==> src/hw/rtl/rr_pkg.sv <==
`default_nettype none

package rr_pkg;

	localparam int unsigned COORD_W = 10;
	localparam int unsigned PIX_W = 11;
	localparam int unsigned PROD_W = 22;
	localparam int unsigned LIN_W = 23;
	localparam int unsigned IDX_W = 20;
	localparam int unsigned BADDR_W = 14;
	localparam int unsigned S_DATA_W = 56;
	localparam int unsigned M_DATA_W = 16;

	localparam logic [7:0] PIX_MSB_MASK = 8'h80;
	localparam logic [7:0] BYTE_WHITE = 8'hFF;
	localparam logic INK_BLACK = 1'b0;

	localparam logic [2:0] REG_SCREEN_WIDTH = 3'd0;

	typedef enum logic {
		OP_DRAW = 1'b0,
		OP_READ = 1'b1
	} op_t;

	typedef enum logic [2:0] {
		WALK_FILL,
		WALK_TOP,
		WALK_BOTTOM,
		WALK_LEFT,
		WALK_RIGHT
	} walk_t;

	typedef enum logic [3:0] {
		ST_CLEAR,
		ST_IDLE,
		ST_RD_BYTE,
		ST_WALK_INIT,
		ST_MUL,
		ST_IDX,
		ST_RD,
		ST_WR,
		ST_FINISH
	} state_t;

	typedef struct packed {
		walk_t walk;
		logic  clr_wr;
		logic  load;
		logic  walk_init;
		logic  mul;
		logic  index;
		logic  rd;
		logic  wr;
		logic  clip_set;
		logic  step;
		logic  out_load;
	} rr_cmd_t;

	typedef struct packed {
		logic clear_done;
		logic in_read;
		logic in_solid;
		logic walk_empty;
		logic oob;
		logic last_pixel;
		logic out_free;
	} rr_status_t;

endpackage

`default_nettype wire

==> src/hw/rtl/rr_ctrl.sv <==
`default_nettype none

module rr_ctrl
	import rr_pkg::*;
(
	input  wire        clk,
	input  wire        arst_n,
	input  wire        s_tvalid,
	output logic       s_tready,
	input  rr_status_t status,
	output rr_cmd_t    cmd
);

	state_t state_q, state_d;
	walk_t  walk_q, walk_d;
	logic   walk_last;
	state_t after_state;
	walk_t  after_walk;

	function automatic walk_t next_walk(input walk_t w);
		walk_t r;
		begin
			case (w)
				WALK_TOP:    r = WALK_BOTTOM;
				WALK_BOTTOM: r = WALK_LEFT;
				WALK_LEFT:   r = WALK_RIGHT;
				default:     r = WALK_RIGHT;
			endcase
			return r;
		end
	endfunction

	always_ff @(posedge clk or negedge arst_n) begin
		if (!arst_n) begin
			state_q <= ST_CLEAR;
			walk_q <= WALK_FILL;
		end else begin
			state_q <= state_d;
			walk_q <= walk_d;
		end
	end

	always_comb begin
		walk_last = (walk_q == WALK_FILL) || (walk_q == WALK_RIGHT);
		after_walk = walk_q;
		if (!status.last_pixel) begin
			after_state = ST_MUL;
		end else if (walk_last) begin
			after_state = ST_FINISH;
		end else begin
			after_state = ST_WALK_INIT;
			after_walk = next_walk(walk_q);
		end
	end

	always_comb begin
		state_d = state_q;
		walk_d = walk_q;
		cmd = '0;
		cmd.walk = walk_q;
		s_tready = 1'b0;
		case (state_q)
			ST_CLEAR: begin
				cmd.clr_wr = 1'b1;
				if (status.clear_done) begin
					state_d = ST_IDLE;
				end
			end
			ST_IDLE: begin
				s_tready = 1'b1;
				if (s_tvalid) begin
					cmd.load = 1'b1;
					if (status.in_read) begin
						state_d = ST_RD_BYTE;
					end else begin
						walk_d = status.in_solid ? WALK_FILL : WALK_TOP;
						state_d = ST_WALK_INIT;
					end
				end
			end
			ST_RD_BYTE: begin
				cmd.rd = 1'b1;
				state_d = ST_FINISH;
			end
			ST_WALK_INIT: begin
				if (status.walk_empty) begin
					if (walk_last) begin
						state_d = ST_FINISH;
					end else begin
						walk_d = next_walk(walk_q);
					end
				end else begin
					cmd.walk_init = 1'b1;
					state_d = ST_MUL;
				end
			end
			ST_MUL: begin
				cmd.mul = 1'b1;
				state_d = ST_IDX;
			end
			ST_IDX: begin
				cmd.index = 1'b1;
				state_d = ST_RD;
			end
			ST_RD: begin
				if (status.oob) begin
					cmd.clip_set = 1'b1;
					cmd.step = 1'b1;
					state_d = after_state;
					walk_d = after_walk;
				end else begin
					cmd.rd = 1'b1;
					state_d = ST_WR;
				end
			end
			ST_WR: begin
				cmd.wr = 1'b1;
				cmd.step = 1'b1;
				state_d = after_state;
				walk_d = after_walk;
			end
			ST_FINISH: begin
				if (status.out_free) begin
					cmd.out_load = 1'b1;
					state_d = ST_IDLE;
				end
			end
			default: begin
				state_d = ST_IDLE;
			end
		endcase
	end

endmodule

`default_nettype wire

==> config.mk <==
export PLATFORM = sky130hd
export DESIGN_NAME = rr_ctrl
export DESIGN_NICKNAME = d
export VERILOG_FILES = /design/src/hw/rtl/rr_pkg.sv /design/src/hw/rtl/rr_ctrl.sv
export SDC_FILE = /design/constraint.sdc
export NUM_CORES = 1
export LEC_CHECK = 0
export ABC_AREA = 1
export BUFFER_PORTS_ARGS = -buffer_cell sky130_fd_sc_hd__buf_2
export CAP_MARGIN = 25
export CORE_UTILIZATION = 46
export CTS_CLUSTER_DIAMETER = 100
export DETAILED_ROUTE_END_ITERATION = 16
export GPL_ROUTABILITY_DRIVEN = 0
export PLACE_DENSITY = 0.73
export SYNTH_ARGS = -nofsm -noshare
export SYNTH_HDL_FRONTEND = slang
export SYNTH_SLANG_ARGS = --single-unit
==> constraint.sdc <==
create_clock -name clk -period 1.55 [get_ports clk]
set_input_delay 0 -clock clk [delete_from_list [all_inputs] [get_ports clk]]
set_output_delay 0 -clock clk [all_outputs]
set_load 0.01 [all_outputs]
# Word-level counts from Yosys, hierarchy flattened

Cells that the tools add are included.

Register bits after elaboration: 7
Word-level logic and storage cells: 61

Eq/ne operators: 18
Reductions and logical operators: 6
Mux-type cells: 35

Operators by type and width:

| cell                 | number |
|---|---|
| $pmux W4 S9          | 1 |
| $mux W4              | 8 |
| $mux W3              | 6 |
| $eq A4 B3 Y1 const B | 4 |
| $mux W1              | 15 |
| $ne A2 B2 Y1 const B | 6 |
| $pmux W3 S4          | 1 |
| $eq A4 B2 Y1 const B | 2 |
| $pmux W3 S2          | 1 |
| $reduce_and A5 Y1    | 1 |
| $eq A4 B1 Y1 const B | 1 |
| $eq A4 B4 Y1 const B | 1 |
| $logic_not A4 Y1     | 1 |
| $pmux W1 S2          | 2 |
| $reduce_and A4 Y1    | 1 |
| $reduce_bool A4 Y1   | 1 |
| $eq A3 B1 Y1 const B | 1 |
| $eq A3 B2 Y1 const B | 1 |
| $eq A3 B3 Y1 const B | 1 |
| $logic_not A3 Y1     | 1 |
| $ne A3 B3 Y1 const B | 1 |
| $mux W2              | 1 |
| $logic_or A1 B1 Y1   | 1 |

# Longest topological paths before layout

Depth after elaboration: 6
Gate-level depth with buffers: 9

# Worst setup path before layout

No wires, ideal clock.

Path type: reg-to-reg
From: reg state_q[1]
To: reg state_q[0]
Period minus slack after synthesis: 1260 ps
Stages on the path, launching flop included: 9
Slack: 290 ps
Arrival: 1137 ps
Buffers on the path: 0
Data required time: 1427 ps
Cell sequence: dfrtp_1 > nor2_1 > inv_1 > nor2_1 > nand2_1 > nand2_1 > nor2_1 > o21ai_0 > nand2_1

Word-level cells in the longest chain between the ends: 3

RTL lines:

| what                                                          | line          | source |
|---|---|---|
| from (decl)                                                   | rr_ctrl.sv:14 | `state_t state_q, state_d;` |
| from (signal assigned)                                        | rr_ctrl.sv:38 | `state_q <= state_d;` |
| $eq A4 B2 Y1, or another cell as far along                    | rr_ctrl.sv:62 | `case (state_q)` |
| $ne A3 B3 Y1 (no source line) or $ne A2 B2 Y1 (tied branches) | -             |  |
| $reduce_and A4 Y1 (no source line)                            | -             |  |

Several ways; a longest one is shown, not always the timed one.
A chain may end at the register's enable or synchronous reset.

# Worst setup path in the final report

From: reg state_q[0]
To: reg walk_q[2]

Word-level cells in the longest chain between the ends: 3

RTL lines:

| what                                                                | line          | source |
|---|---|---|
| $eq A4 B3 Y1, or another cell as far along                          | rr_ctrl.sv:62 |  |
| $reduce_bool A4 Y1 (no source line) or $ne A2 B2 Y1 (tied branches) | -             |  |
| $reduce_and A5 Y1 (no source line)                                  | -             |  |
| to (signal assigned)                                                | rr_ctrl.sv:39 | `walk_q <= walk_d;` |
| to (decl)                                                           | rr_ctrl.sv:15 | `walk_t walk_q, walk_d;` |

Several ways; a longest one is shown, not always the timed one.

==> run_results.csv <==
group,metric,value,unit
pwr,p_per_area,1990,mW/mm2
floorplanning,die_x,38.5,um
floorplanning,core_region_area,0.00117,mm2
run,maxCapViolCount,0,
clock_network,cts_tree,"done",
global_routing,top_usage_layer,"met2",
synth,synth.area.mux_share,0,%
synth,synth_area_leaders,"dfrtp_1, nand2_1, inv_1",
layout,drive_above_1_share,27.4,%
synth,synth_top_family_by_area,"simple AND/OR/NAND/NOR gates",
synth,synthSimpleGateAreaFrac,50.5,%
synth,synth.top_cell.area_share,28.6,%
timing,tns,0,ns
global_routing,grt_pass1_vias,589,
clock_network,path_clk_slew,0.05,ns
drt,routed_via_density,4.87,
worst_setup_path,required,1.68,ns
clock_network,cts_made_buffers,3,
layout,n_antenna_cell,0,
synth,syn_area,612,um2
place,portBuffers,23,
pwr,p_leak,0.000522,uW
synth,synth_xor_area_share,0,%
synth,synth.top_cells.by_count,"nand2_1, inv_1, nor2_1, nand3_1, o21ai_0",
drt,ant_nets,0,
layout,area_growth,29.2,%
synth,yosysWarningCount,0,
place,post-dp-hpwl,1200,um
timing,slew_viol_final,0,
floorplanning,io_pins,24,
synth,syn_avg_cell_area,5.72,um2
floorplanning,initial_core_util,52.2,%
floorplanning,dieArea,0.00148,mm2
synth,synthArstFlopShare,100,%
drt,routedWlPerCell,10.2,um
layout,nets,146,
clock_network,cts_buffer_depth,2,
synth,ys.flop_type,"dfrtp_1",
worst_setup_path,critPathKind,"reg -> reg",
global_routing,antenna_found_initial,0,
layout,stdcell_area,791,um2
clock_network,cts.sinks,7,
drt,drc,0,
synth,yosysMostFrequentCell,"nand2_1",
drt,drt_wl_total,1530,um
min_path,min_path_type,"in -> reg",
global_routing,grt_max_degree,8,
timing,fin_crit_sh,91.3,%
floorplanning,die_y,38.5,um
synth,synth_top_area_cell,"dfrtp_1",
worst_setup_path,end_kind,"flop",
global_routing,met1_usage,32.0,%
synth,netlist_instances,107,
timing,clock_skew,0.00127,ns
clock_network,cts_root_buf,"clkbuf_4",
floorplanning,rows,12,
clock_network,cts.htree.levels,1,
global_routing,gr-usage-all-layers,23.8,%
timing,setup_viol,0,
synth,synth.distinct_cells,15,
synth,synth-edff-count,0,
drt,vias,726,
timing,hold_slack,0.0838,ns
synth,ys_seq_area_share,28.6,%
global_routing,use_met2,36.4,%
timing,maxSlewHeadroom,80.4,%
pwr,irDropWorstVdd,1.02,mV
status,status,"complete, no violations",
worst_setup_path,cp-start-kind,"flop",
synth,synth.ff_latch_count,7,
worst_setup_path,crit_fanout,6,
global_routing,grt.met3_usage,3.49,%
timing,hold_viol,0,
synth,yosys.area_share.adder,0,%
global_routing,overflow,0,
drt,firstDrtPassIters,4,
place,placed_area,744,um2
timing,fmax,0.706,GHz
clock_network,clk_latency,0.24,ns
drt,drt_iter0_drc,20,
worst_setup_path,crit_arrival,1.54,ns
global_routing,grt_pass1_wl,2410,um
timing,worst_slew_pin_slew,0.294,ns
synth,synth_compound_area_share,9.20,%
timing,post-route-min-period,1.42,ns
synth,syn_nets,117,
[area by class of cell]
| cell class | instances | area [um2] |
|---|---|---|
| clock buffers | 4 | 26.3 |
| fillers | 109 | 380 |
| inverters | 19 | 71.3 |
| multi-input cells | 81 | 375 |
| flip-flops and latches | 7 | 175 |
| well taps | 14 | 17.5 |
| repair buffers | 24 | 125 |
[where the power goes]
part	internal, uW	switching, uW	total, uW
logic	355	655	1010
registers	269	138	408
clock network	97.7	59.2	157
total	722	853	1570
[state kept, by name (all words and copies together) (netlist names)]
| register | count |
|---|---|
| state_q | 4 |
| walk_q | 3 |
[critical path: stages (launching register included)]
cell and delay, ns:
dfrtp_1 0.44, nand2_1 0.15, inv_1 0.08, nand3_1 0.11
nand2_1 0.11, nor2_4 0.14, nand3_1 0.14, nand2_1 0.08
nand2_1 0.05
[final timing paths]
path                                         from                      to  slack, ns  cells after the start
max                        state_q[0]$_DFFE_PN0P_   walk_q[2]$_DFFE_PN0P_       0.13                      8
min reg2reg                 walk_q[1]$_DFFE_PN0P_   walk_q[1]$_DFFE_PN0P_       0.56                      2
max in group asynchronous                  arst_n  state_q[3]$_DFFE_PN0P_       1.29                      2
min in group asynchronous                  arst_n   walk_q[1]$_DFFE_PN0P_       0.11                      2
max reg2reg                state_q[0]$_DFFE_PN0P_   walk_q[2]$_DFFE_PN0P_       0.13                      8
min                                     status[0]  state_q[3]$_DFFE_PN0P_       0.08                      4
[per-layer routing]
metal / share of wire (%) / wire, um
met1: 50 / 757
met2: 47 / 717
met3: 3.3 / 51
met4: 0 / 0
met5: 0 / 0
[cell families (layout without fill, tap and decap cells)]
kind of cell | after synthesis | after routing
buffers and inverters | 19 | 47
DFF | 7 | 7
and+or+nand+nor | 70 | 70
AOI/OAI and AO/OA | 11 | 11
[through the flow]
stage / total power, uW / instances / worst slack, ns / utilization [%]
final: 1570 / 149 / 0.135 / 67.5
after global routing: 1760 / 149 / -0.00653 / 67.5
after CTS: 1550 / 149 / 0.145 / 66.7
after detailed placement: 1380 / 144 / 0.158 / 63.6
after global placement: 1390 / 144 / 0.136 / 63.6
after floorplan: 1100 / 107 / 0.290 / -
[cells in the final DEF (no fill, tap or decap), drive strengths merged]
cell         count
dlygate4sd3      1
nand4            1
nor3b            1
nand3           10
clkbuf           4
dfrtp            7
inv             19
buf             23
nand2           34
o22ai            1
o21ai            8
nor2            23
a21oi            2
nor4             1
[timing repair]
item                                   in CTS  in global routing
setup buffers                               0                  0
hold buffers                                1                  0
gates resized for setup                     0                  3
setup endpoints to repair                   0                  3
endpoints found under the hold margin       7                  0
Note: power is estimated with default switching activity, not from simulation.
